## src/rtl/core/gmd_pkg.sv

```systemverilog
// Shared types and constants of the gzip member deframer.
`default_nettype none

package gmd_pkg;

  // Header parser phases, one-hot
  typedef enum logic [12:0] {
    PH_MAGIC0  = 13'b0000000000001,
    PH_MAGIC1  = 13'b0000000000010,
    PH_METHOD  = 13'b0000000000100,
    PH_FLAGS   = 13'b0000000001000,
    PH_FIXED   = 13'b0000000010000,
    PH_XLEN0   = 13'b0000000100000,
    PH_XLEN1   = 13'b0000001000000,
    PH_EXTRA   = 13'b0000010000000,
    PH_NAME    = 13'b0000100000000,
    PH_COMMENT = 13'b0001000000000,
    PH_HCRC    = 13'b0010000000000,
    PH_PAYLOAD = 13'b0100000000000,
    PH_DROP    = 13'b1000000000000
  } phase_t;

  // Final status codes
  localparam logic [2:0] ST_OK       = 3'd0;
  localparam logic [2:0] ST_MAGIC    = 3'd1;
  localparam logic [2:0] ST_METHOD   = 3'd2;
  localparam logic [2:0] ST_RESERVED = 3'd3;
  localparam logic [2:0] ST_TRUNC    = 3'd4;

  // Header constants
  localparam logic [7:0] MAGIC_BYTE0    = 8'h1f;
  localparam logic [7:0] MAGIC_BYTE1    = 8'h8b;
  localparam logic [7:0] METHOD_DEFLATE = 8'd8;
  localparam logic [7:0] FL_RESERVED    = 8'hE0;
  localparam int         FL_HCRC_BIT    = 1;
  localparam int         FL_EXTRA_BIT   = 2;
  localparam int         FL_NAME_BIT    = 3;
  localparam int         FL_COMMENT_BIT = 4;
  localparam logic [3:0] FIXED_START    = 4'd4;
  localparam logic [3:0] FIXED_END      = 4'd10;
  localparam logic [3:0] HCRC_END       = 4'd2;

  // Trailer delay line
  localparam int         TAIL_LEN  = 8;
  localparam logic [3:0] TAIL_FULL = 4'd8;

  // Header section levels for the section search
  localparam logic [1:0] LVL_EXTRA   = 2'd0;
  localparam logic [1:0] LVL_NAME    = 2'd1;
  localparam logic [1:0] LVL_COMMENT = 2'd2;
  localparam logic [1:0] LVL_HCRC    = 2'd3;

  // Output packing
  localparam int OUT_TDATA_W = 112;

  localparam int GMD_QUEUE_DEPTH = 4;

  // Classified item handed from the parser to the trailer stage
  typedef struct packed {
    logic [7:0] data;
    logic       pay;       // payload byte
    logic       last;      // final byte of the member
    logic [2:0] err;       // error code after this byte
    logic       hdr_done;  // header complete after this byte
  } gmd_entry_t;

endpackage

`default_nettype wire

```

## src/rtl/core/gzip_member_deframer_core.sv

```systemverilog
// gzip member deframer: header parser, item queue and trailer stage.
//
// Input channel in_*: one byte of a gzip member per item, in_tlast on the
// member's final byte. Result channel out_*: payload bytes (out_tuser = 0)
// and one closing status item per member (out_tuser = 1, out_tlast = 1)
// with status, trailer CRC-32 and size, and the payload byte count.
// The parser checks magic, method and reserved flags and skips the fixed
// header, extra field, name, comment and header CRC. Payload runs through an
// 8-byte delay line so the trailer is never passed on as payload.
// Throughput: one byte per cycle while the queue has room. A result is
// registered from the item at the head of the 4-entry queue; the final byte
// of a member can produce two results and holds the trailer stage for both.
// Stall: when out_tready is low the result register holds, the queue fills,
// and in_tready drops once the queue is full.
// Reset: the parser returns to the first magic byte, the queue empties and
// no result is valid. After every closing item all member state clears.
`default_nettype none

module gzip_member_deframer_core
  import gmd_pkg::*;
#(
  parameter int QUEUE_DEPTH = GMD_QUEUE_DEPTH
) (
  input  wire logic                   clk,
  input  wire logic                   rst_n,
  input  wire logic                   in_tvalid,
  output logic                        in_tready,
  input  wire logic [7:0]             in_tdata,   // [7:0] in_byte
  input  wire logic                   in_tlast,   // in_last
  output logic                        out_tvalid,
  input  wire logic                   out_tready,
  // [7:0] out_byte, [10:8] status, [42:11] expected_crc,
  // [74:43] trailer_size, [106:75] payload_length, [111:107] zero
  output logic [OUT_TDATA_W-1:0]      out_tdata,
  output logic                        out_tuser,  // item_kind
  output logic                        out_tlast   // is_final
);

  gmd_entry_t push_entry;
  gmd_entry_t head;
  logic       q_push, q_full, q_pop, q_empty;

  gmd_front u_front (
    .clk       (clk),
    .rst_n     (rst_n),
    .in_tvalid (in_tvalid),
    .in_tready (in_tready),
    .in_tdata  (in_tdata),
    .in_tlast  (in_tlast),
    .q_full    (q_full),
    .q_push    (q_push),
    .q_entry   (push_entry)
  );

  gmd_queue #(
    .DEPTH (QUEUE_DEPTH)
  ) u_queue (
    .clk        (clk),
    .rst_n      (rst_n),
    .push       (q_push),
    .push_entry (push_entry),
    .full       (q_full),
    .pop        (q_pop),
    .head       (head),
    .empty      (q_empty)
  );

  gmd_back u_back (
    .clk        (clk),
    .rst_n      (rst_n),
    .head       (head),
    .q_empty    (q_empty),
    .q_pop      (q_pop),
    .out_tvalid (out_tvalid),
    .out_tready (out_tready),
    .out_tdata  (out_tdata),
    .out_tuser  (out_tuser),
    .out_tlast  (out_tlast)
  );

endmodule

`default_nettype wire

```

## src/rtl/core/gmd_front.sv

```systemverilog
// Header parser: accepts bytes, walks the gzip header and classifies each byte.
`default_nettype none

module gmd_front
  import gmd_pkg::*;
(
  input  wire logic       clk,
  input  wire logic       rst_n,
  input  wire logic       in_tvalid,
  output logic            in_tready,
  input  wire logic [7:0] in_tdata,   // [7:0] in_byte
  input  wire logic       in_tlast,   // in_last
  input  wire logic       q_full,
  output logic            q_push,
  output gmd_entry_t      q_entry
);

  phase_t      phase_r, phase_nxt;
  logic [3:0]  idx_r, idx_nxt;
  logic [4:0]  flags_r, flags_nxt;
  logic [15:0] extra_r, extra_nxt;
  logic [2:0]  err_r, err_nxt;
  logic        accept;
  logic        is_pay;

  function automatic phase_t next_section(input logic [1:0] level, input logic [4:0] fl);
    phase_t ph;
    if (level <= LVL_EXTRA && fl[FL_EXTRA_BIT]) ph = PH_XLEN0;
    else if (level <= LVL_NAME && fl[FL_NAME_BIT]) ph = PH_NAME;
    else if (level <= LVL_COMMENT && fl[FL_COMMENT_BIT]) ph = PH_COMMENT;
    else if (level <= LVL_HCRC && fl[FL_HCRC_BIT]) ph = PH_HCRC;
    else ph = PH_PAYLOAD;
    return ph;
  endfunction

  assign in_tready = !q_full;
  assign accept    = in_tvalid && !q_full;

  always_comb begin
    phase_nxt = phase_r;
    idx_nxt   = idx_r;
    flags_nxt = flags_r;
    extra_nxt = extra_r;
    err_nxt   = err_r;
    is_pay    = 1'b0;
    case (phase_r)
      PH_MAGIC0: begin
        if (in_tdata == MAGIC_BYTE0) phase_nxt = PH_MAGIC1;
        else begin
          err_nxt   = ST_MAGIC;
          phase_nxt = PH_DROP;
        end
      end
      PH_MAGIC1: begin
        if (in_tdata == MAGIC_BYTE1) phase_nxt = PH_METHOD;
        else begin
          err_nxt   = ST_MAGIC;
          phase_nxt = PH_DROP;
        end
      end
      PH_METHOD: begin
        if (in_tdata == METHOD_DEFLATE) phase_nxt = PH_FLAGS;
        else begin
          err_nxt   = ST_METHOD;
          phase_nxt = PH_DROP;
        end
      end
      PH_FLAGS: begin
        if ((in_tdata & FL_RESERVED) != 8'd0) begin
          err_nxt   = ST_RESERVED;
          phase_nxt = PH_DROP;
        end else begin
          flags_nxt = in_tdata[4:0];
          idx_nxt   = FIXED_START;
          phase_nxt = PH_FIXED;
        end
      end
      PH_FIXED: begin
        idx_nxt = idx_r + 4'd1;
        if (idx_nxt >= FIXED_END) phase_nxt = next_section(LVL_EXTRA, flags_r);
      end
      PH_XLEN0: begin
        extra_nxt = {8'd0, in_tdata};
        phase_nxt = PH_XLEN1;
      end
      PH_XLEN1: begin
        extra_nxt = {in_tdata, extra_r[7:0]};
        if (extra_nxt == 16'd0) phase_nxt = next_section(LVL_NAME, flags_r);
        else phase_nxt = PH_EXTRA;
      end
      PH_EXTRA: begin
        extra_nxt = extra_r - 16'd1;
        if (extra_nxt == 16'd0) phase_nxt = next_section(LVL_NAME, flags_r);
      end
      PH_NAME: begin
        if (in_tdata == 8'd0) phase_nxt = next_section(LVL_COMMENT, flags_r);
      end
      PH_COMMENT: begin
        if (in_tdata == 8'd0) phase_nxt = next_section(LVL_HCRC, flags_r);
      end
      PH_HCRC: begin
        idx_nxt = idx_r + 4'd1;
        if (idx_nxt >= HCRC_END) phase_nxt = PH_PAYLOAD;
      end
      PH_PAYLOAD: begin
        is_pay = 1'b1;
      end
      PH_DROP: begin
      end
      default: begin
      end
    endcase
    // restart the header crc byte count on entry
    if (phase_nxt == PH_HCRC && phase_r != PH_HCRC) idx_nxt = 4'd0;
  end

  always_ff @(posedge clk) begin
    if (!rst_n) begin
      phase_r <= PH_MAGIC0;
      idx_r   <= 4'd0;
      flags_r <= 5'd0;
      extra_r <= 16'd0;
      err_r   <= ST_OK;
    end else if (accept) begin
      if (in_tlast) begin
        // member ends: back to the start for the next one
        phase_r <= PH_MAGIC0;
        idx_r   <= 4'd0;
        flags_r <= 5'd0;
        extra_r <= 16'd0;
        err_r   <= ST_OK;
      end else begin
        phase_r <= phase_nxt;
        idx_r   <= idx_nxt;
        flags_r <= flags_nxt;
        extra_r <= extra_nxt;
        err_r   <= err_nxt;
      end
    end
  end

  // header and dropped bytes cause no result unless they carry the last mark
  assign q_push           = accept && (is_pay || in_tlast);
  assign q_entry.data     = in_tdata;
  assign q_entry.pay      = is_pay;
  assign q_entry.last     = in_tlast;
  assign q_entry.err      = err_nxt;
  assign q_entry.hdr_done = (phase_nxt == PH_PAYLOAD);

endmodule

`default_nettype wire

```

## src/rtl/core/gmd_queue.sv

```systemverilog
// Short FIFO of classified items between the parser and the trailer stage.
`default_nettype none

module gmd_queue
  import gmd_pkg::*;
#(
  parameter int DEPTH = GMD_QUEUE_DEPTH
) (
  input  wire logic       clk,
  input  wire logic       rst_n,
  input  wire logic       push,
  input  wire gmd_entry_t push_entry,
  output logic            full,
  input  wire logic       pop,
  output gmd_entry_t      head,
  output logic            empty
);

  localparam int AW = (DEPTH > 1) ? $clog2(DEPTH) : 1;
  localparam int CW = $clog2(DEPTH + 1);

  gmd_entry_t       mem_r [DEPTH];
  logic [AW-1:0]    wr_ptr_r, wr_ptr_nxt;
  logic [AW-1:0]    rd_ptr_r, rd_ptr_nxt;
  logic [CW-1:0]    cnt_r, cnt_nxt;
  logic             do_push, do_pop;

  assign full    = (cnt_r == CW'(DEPTH));
  assign empty   = (cnt_r == '0);
  assign do_push = push && !full;
  assign do_pop  = pop && !empty;
  assign head    = mem_r[rd_ptr_r];

  always_comb begin
    wr_ptr_nxt = wr_ptr_r;
    rd_ptr_nxt = rd_ptr_r;
    cnt_nxt    = cnt_r;
    if (do_push) begin
      if (wr_ptr_r == AW'(DEPTH - 1)) wr_ptr_nxt = '0;
      else wr_ptr_nxt = wr_ptr_r + 1'b1;
    end
    if (do_pop) begin
      if (rd_ptr_r == AW'(DEPTH - 1)) rd_ptr_nxt = '0;
      else rd_ptr_nxt = rd_ptr_r + 1'b1;
    end
    if (do_push && !do_pop) cnt_nxt = cnt_r + 1'b1;
    else if (do_pop && !do_push) cnt_nxt = cnt_r - 1'b1;
  end

  always_ff @(posedge clk) begin
    if (!rst_n) begin
      wr_ptr_r <= '0;
      rd_ptr_r <= '0;
      cnt_r    <= '0;
    end else begin
      wr_ptr_r <= wr_ptr_nxt;
      rd_ptr_r <= rd_ptr_nxt;
      cnt_r    <= cnt_nxt;
    end
  end

  always_ff @(posedge clk) begin
    if (do_push) mem_r[wr_ptr_r] <= push_entry;
  end

endmodule

`default_nettype wire

```

## src/rtl/core/gmd_back.sv

```systemverilog
// Trailer stage: 8-byte delay line, payload count and result register.
`default_nettype none

module gmd_back
  import gmd_pkg::*;
(
  input  wire logic                   clk,
  input  wire logic                   rst_n,
  input  wire gmd_entry_t             head,
  input  wire logic                   q_empty,
  output logic                        q_pop,
  output logic                        out_tvalid,
  input  wire logic                   out_tready,
  output logic [OUT_TDATA_W-1:0]      out_tdata,
  output logic                        out_tuser,
  output logic                        out_tlast
);

  logic [7:0]  tail_r [TAIL_LEN];
  logic [7:0]  tail_nxt [TAIL_LEN];
  logic [7:0]  tail_sh [TAIL_LEN];
  logic [7:0]  tail_fin [TAIL_LEN];
  logic [3:0]  fill_r, fill_nxt;
  logic [31:0] count_r, count_nxt;
  logic        pay_done_r, pay_done_nxt;
  logic        out_valid_r, out_valid_nxt;
  logic        kind_r, kind_nxt;
  logic        final_r, final_nxt;
  logic [7:0]  byte_r, byte_nxt;
  logic [2:0]  status_r, status_nxt;
  logic [31:0] crc_r, crc_nxt;
  logic [31:0] size_r, size_nxt;
  logic [31:0] len_r, len_nxt;
  logic        can_load, go, fill_full, emit_pay, absorb;
  logic [3:0]  fill_fin;
  logic [2:0]  st;

  assign can_load  = !out_valid_r || out_tready;
  assign go        = can_load && !q_empty;
  assign fill_full = (fill_r >= TAIL_FULL);
  assign emit_pay  = head.pay && fill_full && !pay_done_r;
  assign absorb    = head.pay && !fill_full && !pay_done_r;

  always_comb begin
    for (int i = 0; i < TAIL_LEN - 1; i++) tail_sh[i] = tail_r[i + 1];
    tail_sh[TAIL_LEN - 1] = head.data;
    for (int i = 0; i < TAIL_LEN; i++) tail_fin[i] = absorb ? tail_sh[i] : tail_r[i];
  end

  assign fill_fin = absorb ? (fill_r + 4'd1) : fill_r;

  always_comb begin
    if (head.err != ST_OK) st = head.err;
    else if (!head.hdr_done || fill_fin < TAIL_FULL) st = ST_TRUNC;
    else st = ST_OK;
  end

  always_comb begin
    for (int i = 0; i < TAIL_LEN; i++) tail_nxt[i] = tail_r[i];
    fill_nxt      = fill_r;
    count_nxt     = count_r;
    pay_done_nxt  = pay_done_r;
    out_valid_nxt = out_valid_r && !out_tready;
    kind_nxt      = kind_r;
    final_nxt     = final_r;
    byte_nxt      = byte_r;
    status_nxt    = status_r;
    crc_nxt       = crc_r;
    size_nxt      = size_r;
    len_nxt       = len_r;
    q_pop         = 1'b0;
    if (go) begin
      if (emit_pay) begin
        // oldest held byte leaves the delay line as payload
        out_valid_nxt = 1'b1;
        kind_nxt      = 1'b0;
        final_nxt     = 1'b0;
        byte_nxt      = tail_r[0];
        status_nxt    = ST_OK;
        crc_nxt       = 32'd0;
        size_nxt      = 32'd0;
        len_nxt       = 32'd0;
        for (int i = 0; i < TAIL_LEN; i++) tail_nxt[i] = tail_sh[i];
        count_nxt = count_r + 32'd1;
        if (head.last) pay_done_nxt = 1'b1;
        else q_pop = 1'b1;
      end else begin
        if (absorb) begin
          for (int i = 0; i < TAIL_LEN; i++) tail_nxt[i] = tail_sh[i];
          fill_nxt = fill_r + 4'd1;
        end
        if (head.last) begin
          out_valid_nxt = 1'b1;
          kind_nxt      = 1'b1;
          final_nxt     = 1'b1;
          byte_nxt      = 8'd0;
          status_nxt    = st;
          crc_nxt       = (st == ST_OK) ?
                          {tail_fin[3], tail_fin[2], tail_fin[1], tail_fin[0]} : 32'd0;
          size_nxt      = (st == ST_OK) ?
                          {tail_fin[7], tail_fin[6], tail_fin[5], tail_fin[4]} : 32'd0;
          len_nxt       = count_r;
          fill_nxt      = 4'd0;
          count_nxt     = 32'd0;
          pay_done_nxt  = 1'b0;
        end
        q_pop = 1'b1;
      end
    end
  end

  always_ff @(posedge clk) begin
    if (!rst_n) begin
      fill_r      <= 4'd0;
      count_r     <= 32'd0;
      pay_done_r  <= 1'b0;
      out_valid_r <= 1'b0;
    end else begin
      fill_r      <= fill_nxt;
      count_r     <= count_nxt;
      pay_done_r  <= pay_done_nxt;
      out_valid_r <= out_valid_nxt;
    end
  end

  always_ff @(posedge clk) begin
    for (int i = 0; i < TAIL_LEN; i++) tail_r[i] <= tail_nxt[i];
    kind_r   <= kind_nxt;
    final_r  <= final_nxt;
    byte_r   <= byte_nxt;
    status_r <= status_nxt;
    crc_r    <= crc_nxt;
    size_r   <= size_nxt;
    len_r    <= len_nxt;
  end

  assign out_tvalid = out_valid_r;
  assign out_tuser  = kind_r;
  assign out_tlast  = final_r;
  assign out_tdata  = {5'd0, len_r, size_r, crc_r, status_r, byte_r};

endmodule

`default_nettype wire

```

## config.mk

```make
export PLATFORM = sky130hd
export DESIGN_NAME = gzip_member_deframer_core
export DESIGN_NICKNAME = d
export VERILOG_FILES = /design/src/rtl/core/gmd_pkg.sv /design/src/rtl/core/gzip_member_deframer_core.sv /design/src/rtl/core/gmd_front.sv /design/src/rtl/core/gmd_queue.sv /design/src/rtl/core/gmd_back.sv
export SDC_FILE = /design/constraint.sdc
export NUM_CORES = 1
export LEC_CHECK = 0
export ABC_AREA = 1
export BUFFER_PORTS_ARGS = -buffer_cell sky130_fd_sc_hd__buf_4
export CAP_MARGIN = 20
export CORE_ASPECT_RATIO = 0.6
export CORE_MARGIN = 1.5
export CORE_UTILIZATION = 25
export CTS_BUF_LIST = sky130_fd_sc_hd__clkbuf_8
export CTS_CLUSTER_SIZE = 20
export DETAILED_ROUTE_END_ITERATION = 10
export PLACE_DENSITY = 0.38
export SLEW_MARGIN = 20
export SYNTH_ARGS = -nofsm -noshare
export SYNTH_HDL_FRONTEND = slang
export SYNTH_SLANG_ARGS = --single-unit
```

## constraint.sdc

```tcl
create_clock -name clk -period 4.85 [get_ports clk]
set_clock_uncertainty 0.1 [all_clocks]
set_input_delay 0.2425 -clock clk [delete_from_list [all_inputs] [get_ports clk]]
set_output_delay 0.2425 -clock clk [all_outputs]
set_load 0.005 [all_outputs]
```

==> out/results.ini, run 1 <==
[setup_path]
end_kind=flip-flop
critical_path_class=reg -> reg
critPathMaxFanout=42
crit_path_start_kind=flip-flop
required_ns=5.28
critPathArrivalTime_ns=4.22

[pwr]
p_leak_uw=0.00671
ir_worst_vdd_mv=0.405
power_density_mw_per_mm2=548
swShare_pct=35.4
p_seq_share_pct=47.1
pwr-share-clk_pct=24.2
combPwrFrac_pct=28.7
power.internal_uw=6160
switching_power_uw=3380

[global_routing]
overflow=0
antenna_found_initial=0
use_met2_pct=19.1
use_met3_pct=2.81
grt_pass1_wl_um=64400
grt_busiest_layer=met1
grt_max_degree=110
grt_util_met1_pct=21.4
track_usage_pct=13.8
grt_pass1_vias=10988

[route]
drt_iter0_drc=889
drc=0
drtPass1Iterations=5
routedWlPerCell_um=16.0
vias=11287
routed_via_density=4.43
ant_nets=0
wl_um=40800

[placement]
place_congestion=0.856
hpwl_um=28300
io_buffers=123

[floorplan]
rows=68
die_area_mm2=0.0595
io_pins=129
start_util_pct=25.3
die_w_um=314
coreArea_mm2=0.0573
die_y_um=189

[layout]
final_cell_mix=nand2_1 (384), edfxtp_1 (228), nor2_1 (211), inv_1 (167), buf_4 (135)
diodes=0
final_nets=1765
final_common_cell=nand2_1
utilization_pct=30.3
fillers=6079
area_growth_pct=20.1
layout-drive-gt1-share_pct=14.8

[cts]
clock_latency_ns=0.63
clock-sinks=315
postCtsSetupBuffers=0
clockBufferDepth=3
h-tree-depth=2
root_buffer=clkbuf_8
cts_buffers=53
cts.clk_slew.worst_paths_ns=0.07
cts_tree=done

[timing]
slew_headroom_pct=38.3
tightest_slew_ns=0.924
setup_viol=0
final_hold_viol_count=0
rsz0062_at_grt=no
fmax_mhz=264
period_minus_slack_ns=3.79
finalMaxSlewViolations=0
min_period_over_period_pct=78.2
setup-tns-final_ns=0

[synth]
synth_top_family_by_area=simple AND/OR/NAND/NOR gates
netlist_instances=1584
ys_seq_area_share_pct=59.3
synth-seq-cells=315
synthDistinctLibCells=52
synth_compound_area_share_pct=9.65
synth_mux_area_share_pct=0
netlist_area_mm2=0.0145
yosys.area_share.simple_pct=23.3
yosys.area_share.adder_pct=1.26
yosysWarnings=0
syn_avg_cell_area_um2=9.15
synthXorXnorAreaFrac_pct=0.725

[flow_run]
max_cap_violations=0

[min_path]
hp-start=in_tvalid
hp-class=in -> reg

[outcome]
status=complete, no violations

## metrics by stage
stage,instance area (um2),setup WS [ns],hold WS [ns],instances,total power [uW]
floorplan,14500,0.769,0.241,1588,6000
global placement,16300,1.09,0.340,2442,7380
detailed placement,16300,1.03,0.340,2442,7380
CTS,17400,0.944,0.229,2548,9770
global route,17400,0.490,0.283,2548,10300
finish,17400,1.06,0.281,2548,9540
## synth_stat cells, drive strengths merged
| cell type | instances | area share [%] |
|---|---|---|
| nor4 | 12 | 0.52 |
| fa | 1 | 0.14 |
| a22oi | 8 | 0.41 |
| nor3b | 1 | 0.052 |
| a31oi | 2 | 0.13 |
| o32ai | 1 | 0.060 |
| and3b | 1 | 0.060 |
| buf | 17 | 0.75 |
| inv | 153 | 4.0 |
| o21ai | 82 | 2.9 |
| nor2 | 230 | 6.5 |
| a21boi | 2 | 0.10 |
| nand2 | 397 | 11 |
| a32o | 3 | 0.21 |
| ha | 13 | 1.1 |
| xor2 | 10 | 0.60 |
| xnor2 | 2 | 0.12 |
| clkbuf | 35 | 0.91 |
| a21oi | 132 | 4.6 |
| or2 | 1 | 0.043 |
| dfxtp | 87 | 12 |
| a31o | 1 | 0.060 |
| edfxtp | 228 | 47 |
| a211oi | 4 | 0.21 |
| nand3b | 6 | 0.31 |
| and3 | 3 | 0.13 |
| conb | 1 | 0.026 |
| clkinv | 4 | 0.14 |
| nand3 | 59 | 2.3 |
| o22ai | 22 | 0.99 |
| nand4 | 17 | 0.78 |
| and2 | 1 | 0.043 |
| nor3 | 48 | 2.0 |
## state kept, by name, indices dropped and copies added, names as in the netlist, 3 cells and up, named ones only
name,count
u_front.err_r,3
u_front.flags_r,4
u_back.byte_r,8
u_front.phase_r,13
u_back.crc_r,32
u_queue.cnt_r,3
u_back.size_r,32
u_front.idx_r,4
u_back.len_r,32
u_back.tail_r,64
u_back.count_r,32
u_front.extra_r,16
u_back.fill_r,4
u_back.status_r,3
u_queue.mem_r,56
## power by group through the flow
stage | clock [uW] | combinational [uW] | sequential [uW]
after floorplan | 0 | 1540 | 4450
after global placement | 0 | 2800 | 4580
after detailed placement | 0 | 2810 | 4570
after CTS | 2420 | 2820 | 4530
after global routing | 2540 | 3130 | 4600
final | 2310 | 2740 | 4500
## worst max-delay path: stages (launching register included)
cell and delay [ns]:
dfxtp_1 0.92, o21ai_1 0.19, o22ai_2 0.19, nand2_2 0.16, nor2_8 0.48, o21ai_2 0.38
nor3_4 0.28, nand2_2 0.11, nor3_4 0.19, nand3_4 0.19, inv_2 0.10, nand2_2 0.07
o21ai_1 0.12, nand2_1 0.06, nor2_1 0.11
## logic make-up (layout without fill, tap and decap cells)
group | after synthesis | in the layout
xor gates and xnor gates | 12 | 12
AOI/OAI and AO/OA | 257 | 257
DFF | 315 | 315
and+or+nand+nor | 776 | 776
buffers and inverters | 209 | 399
adders and majority gates | 14 | 14
other | 1 | 5
## layout make-up
| class | count | area [um2] | area share [%] |
|---|---|---|---|
| clock inverter | 35 | 184 | 1.06 |
| inverter | 157 | 594 | 3.41 |
| timing repair buffer | 147 | 1140 | 6.57 |
| clock buffer | 60 | 826 | 4.74 |
| tap | 770 | 963 | 5.54 |
| multi-input combinational | 1064 | 5100 | 29.3 |
| sequential | 315 | 8590 | 49.3 |
## timing repair
action / in CTS / in global routing
gates resized for setup: 0 / 0
hold buffers: 11 / 0
endpoints found under the setup margin: 0 / 0
hold endpoints to repair: 52 / 0
## worst paths after layout
| kind | slack, ns | cells after the start | to |
|---|---|---|---|
| hold reg to reg | 0.35 | 2 | u_front.err_r[2] |
| hold / removal | 0.28 | 4 | u_front.phase_r[3] |
| setup / recovery | 1.06 | 14 | u_back.count_r[24] |
| setup reg to reg | 1.06 | 14 | u_back.count_r[24] |
## routing by layer
layer  wire length (um)  share of wire, %
met1              21600                53
met2              16200                40
met3               2330               5.7
met4                654               1.6
met5                  0                 0
(Power assumes the default switching activity.)
==> run 2, diff against run 1 <==
- clock period: 4.85 -> 3.62 ns (I/O delays scaled with it)
==> run 2 against run 1 <==
Effect of this change:
- utilization up 0.36 points
- setup slack worse by 0.52 ns
- critical endpoint is now u_queue.mem_r[3][0]
- critical path type unchanged
- via count up 1.2%
- final cell count up 0.82%
- cell area up 1.2%
- first-iteration DRC count down 4.3%
- wire length up 1.4%
- combinational power up 39%
- hold slack worse by 0.029 ns
==> out/results.ini, run 2 (same netlist as run 1, synthesis figures left out) <==
[route]
routed_via_density=4.45  ; +0.41%
drt_iter0_drc=851  ; -4.3%
wl_um=41400  ; +1.4%
drc=0  ; unchanged
drtPass1Iterations=5  ; unchanged
ant_nets=0  ; unchanged
routedWlPerCell_um=16.1  ; +0.61%
vias=11427  ; +1.2%

[layout]
largest_register=u_back.tail_r
largest_reg_flops=64  ; unchanged
area_growth_pct=21.5
layout-drive-gt1-share_pct=15.2  ; +0.45 points
final_common_cell=nand2_1
fillers=6038  ; -0.67%
final_cell_mix=nand2_1 (384), edfxtp_1 (228), nor2_1 (212), inv_1 (175), buf_4 (145)
final_design_area_no_fill_mm2=0.0176  ; +1.2%
utilization_pct=30.7  ; +0.36 points
final_nets=1779  ; +0.79%
top_regs=u_back.tail_r x64, u_queue.mem_r x56

[placement]
io_buffers=123  ; unchanged
placed_area_mm2=0.0164  ; +0.69%
hpwl_um=28800  ; +1.7%
place_congestion=0.869  ; +1.5%

[cts]
cts_tree=done
clock-sinks=315  ; unchanged
root_buffer=clkbuf_8
clock_latency_ns=0.64  ; about the same
cts.clk_slew.worst_paths_ns=0.07  ; about the same
cts_buffers=54  ; +1.9%
h-tree-depth=2  ; unchanged
clockBufferDepth=3  ; unchanged

[global_routing]
track_usage_pct=14.0  ; +0.25 points
grt_max_degree=110  ; unchanged
grt_pass1_vias=11038  ; +0.46%
antenna_found_initial=0  ; unchanged
grt_pass1_wl_um=65300  ; +1.4%
overflow=0  ; unchanged

[timing]
final_hold_viol_count=0  ; unchanged
period_minus_slack_ns=3.08  ; -0.713 ns
tightest_slew_ns=0.811  ; -0.113 ns
fmax_mhz=325  ; +23%
rsz0062_at_grt=no
slew_headroom_pct=46.0  ; +7.6 points
setup-tns-final_ns=0  ; unchanged
finalMaxSlewViolations=0  ; unchanged
setup_viol=0  ; unchanged
min_period_over_period_pct=85.0  ; +6.9 points

[setup_path]
crit_chain=nor2_2, nand3_2, nor2_2, nand2_1, nand2_1, inv_1, nand3_1, nor2_1, nor2_1, nand4_1, nand2_1, nor2_1, nand2_1, nor2_2, and3b_1
slowest_stage=dfxtp_1
cp.buffers_inverters=1  ; unchanged
end_kind=flip-flop
cp_common_cell=nand2_1
crit_path_start_kind=flip-flop
critPathTopFamily=simple AND/OR/NAND/NOR gates
critPathMaxFanout=7  ; -83%
critPathArrivalTime_ns=3.39  ; -0.83 ns
critical_path_class=reg -> reg
required_ns=3.93  ; -1.35 ns
slowest_delay_ns=0.50  ; -0.42 ns

[pwr]
combPwrFrac_pct=29.1  ; +0.4 points
pwr-share-clk_pct=25.2  ; +1.0 points
switching_power_uw=4670  ; +38%
p_seq_share_pct=45.7  ; -1.4 points
power.internal_uw=8470  ; +37%
p_total_uw=13100  ; +38%
power_density_mw_per_mm2=746  ; +36%
ir_worst_vdd_mv=0.475  ; +17%
p_leak_uw=0.00685  ; +2.0%
swShare_pct=35.6  ; +0.12 points

[floorplan]
coreArea_mm2=0.0573  ; unchanged
io_pins=129  ; unchanged
die_area_mm2=0.0595  ; unchanged
rows=68  ; unchanged
start_util_pct=25.3  ; unchanged
die_w_um=314  ; unchanged
die_y_um=189  ; unchanged

[outcome]
status=complete, no violations

[min_path]
hp-class=in -> reg

[flow_run]
max_cap_violations=0  ; unchanged

-- run 2: what timing repair did --
| item | CTS | global route |
|---|---|---|
| setup buffers | 0 | 0 |
| hold endpoints to repair | 73 | 0 |
| hold buffers | 12 | 0 |
| resized for setup | 0 | 0 |
-- run 2: worst register-to-register path, stage by stage (launching register included) --
cell and delay, ns:
dfxtp_1 0.50, nor2_2 0.11, nand3_2 0.18, nor2_2 0.08, nand2_1 0.18, nand2_1 0.12, inv_1 0.10, nand3_1 0.07
nor2_1 0.36, nor2_1 0.08, nand4_1 0.11, nand2_1 0.12, nor2_1 0.12, nand2_1 0.08, nor2_2 0.14, and3b_1 0.37
-- run 2: layout make-up --
cell class / instances / area [um2] / share of cell area, %
antenna: 1 / 2.50 / 0.0142
tap: 770 / 963 / 5.47
inverter: 157 / 594 / 3.38
clock buffer: 59 / 812 / 4.61
multi-input combinational: 1064 / 5100 / 29.0
sequential: 315 / 8590 / 48.8
timing repair buffer: 160 / 1270 / 7.21
clock inverter: 43 / 277 / 1.57
-- run 2: final timing paths --
check	from	to	slack (ns)	depth (start not counted)
max reg2reg	u_front.phase_r[10]	u_queue.mem_r[3][0]	0.54	15
max	u_front.phase_r[10]	u_queue.mem_r[3][0]	0.54	15
min reg2reg	u_front.err_r[2]	u_front.err_r[2]	0.36	2
min	in_tdata[2]	u_queue.mem_r[2][8]	0.25	2
-- run 2: layer usage --
metal / share of wire [%] / global-route usage (%) / up-vias
met3: 5.8 / 2.74 / 63
met4: 1.8 / 3.44 / 0
met1: 54 / 22.2 / 5397
met5: 0 / 0 / -
met2: 39 / 18.9 / 284
li1: - / - / 5683
-- run 2: power by group through the flow --
stage	Sequential [uW]	Combinational, uW	Clock [uW]
2_1_floorplan	5950	2070	0
3_3_place_gp	6120	3930	0
3_5_place_dp	6100	3920	0
4_1_cts	6040	3930	3450
5_1_grt	6140	4340	3620
6_report	6000	3820	3310
-- run 2: stage by stage --
stage / hold WS, ns / setup slack, ns / instances
final: 0.252 / 0.542 / 2569
after detailed placement: 0.348 / 0.561 / 2454
after CTS: 0.187 / 0.501 / 2568
after floorplan: 0.180 / 0.0114 / 1588
after global placement: 0.341 / 0.510 / 2454
after global routing: 0.220 / 0.146 / 2568
==> run 3, diff against run 2 <==
- SYNTH_HIERARCHICAL: unset -> 1
==> run 3 against run 2 <==
Effect of this change:
- register-to-register slack improved by 0.09 ns
- synthesized cell count rose by 8.3%
- wire length rose by 3.6%
- sequential cell count did not move
- cell area rose by 2.7%
- first-iteration DRC count rose by 6.9%
- setup slack improved by 0.091 ns
- hold slack improved by 0.021 ns
- combinational power rose by 9.9%
==> out/results.ini, run 3 <==
[setup_path]
slowest_delay_ns=0.50  ; about the same
cp_common_cell=inv_1
critPathMaxFanout=9  ; +2
crit_path_start_kind=flip-flop
critical_path_class=reg -> reg
end_kind=flip-flop
slowest_stage=nor4_1
crit_chain=nor2_2, nand2_2, nor2_2, inv_1, nor4_1, inv_1, o21ai_1, inv_1, nand2_1, inv_1, nand2_1, o21ai_1, nand3_1, nor2_1, nand2_1, nor2_2
critPathTopFamily=simple AND/OR/NAND/NOR gates
required_ns=3.89  ; -0.04 ns
r2r_setup_slack_ns=0.63  ; +0.09 ns
cp.buffers_inverters=4  ; +3
critPathArrivalTime_ns=3.26  ; -0.13 ns

[layout]
largest_reg_flops=64  ; unchanged
fin_cells=2706  ; +5.3%
fillers=6280  ; +4.0%
final_cell_mix=nand2_1 (330), nor2_1 (311), inv_1 (268), edfxtp_1 (228), buf_4 (150)
final_common_cell=nand2_1
final_design_area_no_fill_mm2=0.0181  ; +2.7%
area_growth_pct=19.6
layout-drive-gt1-share_pct=16.3  ; +1.0 points
top_regs=u_back/tail_r x64, u_queue/mem_r x56
final_nets=1906  ; +7.1%
largest_register=u_back/tail_r

[cts]
h-tree-depth=2  ; unchanged
postCtsSetupBuffers=0  ; unchanged
cts_tree=done
clock_latency_ns=0.63  ; about the same
clock-sinks=315  ; unchanged
cts.clk_slew.worst_paths_ns=0.07  ; about the same
root_buffer=clkbuf_8
clockBufferDepth=3  ; unchanged
cts_buffers=53  ; -1.9%

[synth]
synth_flop_cell=edfxtp_1
synthDistinctLibCells=58  ; +12%
netlist_instances=1716  ; +8.3%
ys_seq_area_share_pct=56.8  ; -2.5 points
synth-edff-count=228  ; unchanged
ys_async_sr_fraction_pct=0  ; unchanged
syn_avg_cell_area_um2=8.81  ; -3.7%
synth_top_area_share_pct=45.3  ; -2.0 points
synthTopCellsByArea=edfxtp_1 (45%), dfxtp_1 (12%), nand2_1 (8.2%)
netlist_area_mm2=0.0151  ; +4.3%
yosysWarnings=6  ; +6
synth.most_common_cell=nand2_1
ys_top_cells_by_count=nand2_1 (330), nor2_1 (312), inv_1 (254)
synth_top_cell_by_area=edfxtp_1
synth-seq-cells=315  ; unchanged

[global_routing]
grt_pass1_vias=11365  ; +3.0%
grt_max_degree=81  ; -26%
overflow=0  ; unchanged
track_usage_pct=13.8  ; -0.23 points
grt_pass1_wl_um=66900  ; +2.4%
antenna_found_initial=1  ; +1

[floorplan]
die_area_mm2=0.0620  ; +4.3%
die_w_um=320  ; +2.1%
start_util_pct=25.4  ; +0.14 points
rows=69  ; +1.5%
io_pins=129  ; unchanged
die_y_um=193  ; +2.1%
coreArea_mm2=0.0595  ; +3.7%

[route]
routed_via_density=4.34  ; -2.5%
drc=0  ; unchanged
drtPass1Iterations=5  ; unchanged
ant_nets=0  ; unchanged
vias=11740  ; +2.7%
wl_um=42900  ; +3.6%
drt_iter0_drc=910  ; +6.9%
routedWlPerCell_um=15.9  ; -1.6%

[timing]
setup_viol=0  ; unchanged
setup-tns-final_ns=0  ; unchanged
rsz0062_at_grt=no
fmax_mhz=335  ; +3.0%
tightest_slew_ns=0.823  ; +0.0120 ns
period_minus_slack_ns=2.99  ; -0.0907 ns
whs_ns=0.274  ; +0.0214 ns
finalMaxSlewViolations=0  ; unchanged
final_hold_viol_count=0  ; unchanged
slew_headroom_pct=45.2  ; -0.80 points
min_period_over_period_pct=82.5  ; -2.5 points

[pwr]
p_leak_uw=0.00729  ; +6.5%
power_density_mw_per_mm2=736  ; -1.3%
p_total_uw=13300  ; +1.3%
ir_worst_vdd_mv=0.463  ; -2.5%

[placement]
dp.cells=2593  ; +5.7%
io_buffers=123  ; unchanged
placed_area_mm2=0.0169  ; +2.9%
hpwl_um=30300  ; +5.4%
place_congestion=0.871  ; +0.25%

[flow_run]
max_cap_violations=0  ; unchanged

[min_path]
hp-class=in -> reg

[outcome]
status=complete, no violations

[run 3: cell count changes after synthesis, moves of 20 or more]
cell | previous run | this run
inv_1 | 148 | 254
nor2_1 | 214 | 312
a21oi_1 | 130 | 47
nand2_1 | 384 | 330
o21ai_0 | 74 | 115
nor2_2 | 9 | 32
nor3_1 | 42 | 22
[run 3: what timing repair did]
action                    4_1_cts  5_1_grt
hold buffers                   12        0
resized for setup               0        0
hold endpoints to repair       78        0
[run 3: layer usage]
| layer | GRT usage (%) | up-vias | part of all wire [%] |
|---|---|---|---|
| met2 | 18.7 | 282 | 38 |
| met5 | 0 | - | 0 |
| met4 | 3.34 | 0 | 1.8 |
| li1 | - | 5888 | - |
| met3 | 2.94 | 62 | 5.6 |
| met1 | 21.7 | 5508 | 54 |
[run 3: kinds of logic (layout without fill, tap and decap cells)]
group,count (synthesis),after routing,share of synthesized area [%]
AO/OA/AOI/OAI,230,230,8.46
XOR/XNOR,4,4,0.281
adder cells (fa/ha/maj),14,14,1.21
buffers and inverters,329,533,9.55
flip-flops,315,315,56.8
other,1,6,0.0248
AND/OR/NAND/NOR,823,823,23.7
[run 3: area by class of cell]
type,count,area [um2],area share (%)
flip-flops and latches,315,8590,47.5
multi-input cells,1076,5110,28.2
repair buffers,165,1310,7.22
inverters,268,1010,5.59
well taps,781,977,5.40
clock buffers,60,826,4.57
clock inverters,40,263,1.45
diodes,1,2.50,0.0138
[run 3: through the flow]
stage	util (%)	setup WS, ns
floorplan	-	0.440
global placement	28.4	0.710
detailed placement	28.4	0.677
CTS	30.4	0.635
global route	30.4	0.247
finish	30.4	0.633
[run 3: path summary, 6_finish.rpt]
path,startpoint,end,cells after the start
worst max-delay path,u_front/phase_r[4],u_queue/mem_r[1][0],16
worst min-delay path,in_tdata[5],u_queue/mem_r[1][11],2
worst max register to register,u_front/phase_r[4],u_queue/mem_r[1][0],16
worst min register to register,u_back/tail_r[1][12],u_back/tail_r[1][4],0
[run 3: power breakdown]
| part | internal [uW] | total, uW | leakage, uW | switching, uW |
|---|---|---|---|---|
| clock | 1750 | 3320 | 0.000610 | 1580 |
| combinational | 1520 | 4200 | 0.00383 | 2680 |
| sequential | 5290 | 5790 | 0.00285 | 503 |
[run 3: worst reg2reg max path, cell delays in order, from the launching register on]
cell,delay (ns)
dfxtp_1,0.36
nor2_2,0.18
nand2_2,0.17
nor2_2,0.21
inv_1,0.07
nor4_1,0.50
inv_1,0.09
o21ai_1,0.40
inv_1,0.08
nand2_1,0.09
inv_1,0.05
nand2_1,0.05
o21ai_1,0.10
nand3_1,0.09
nor2_1,0.04
nand2_1,0.10
nor2_2,0.06
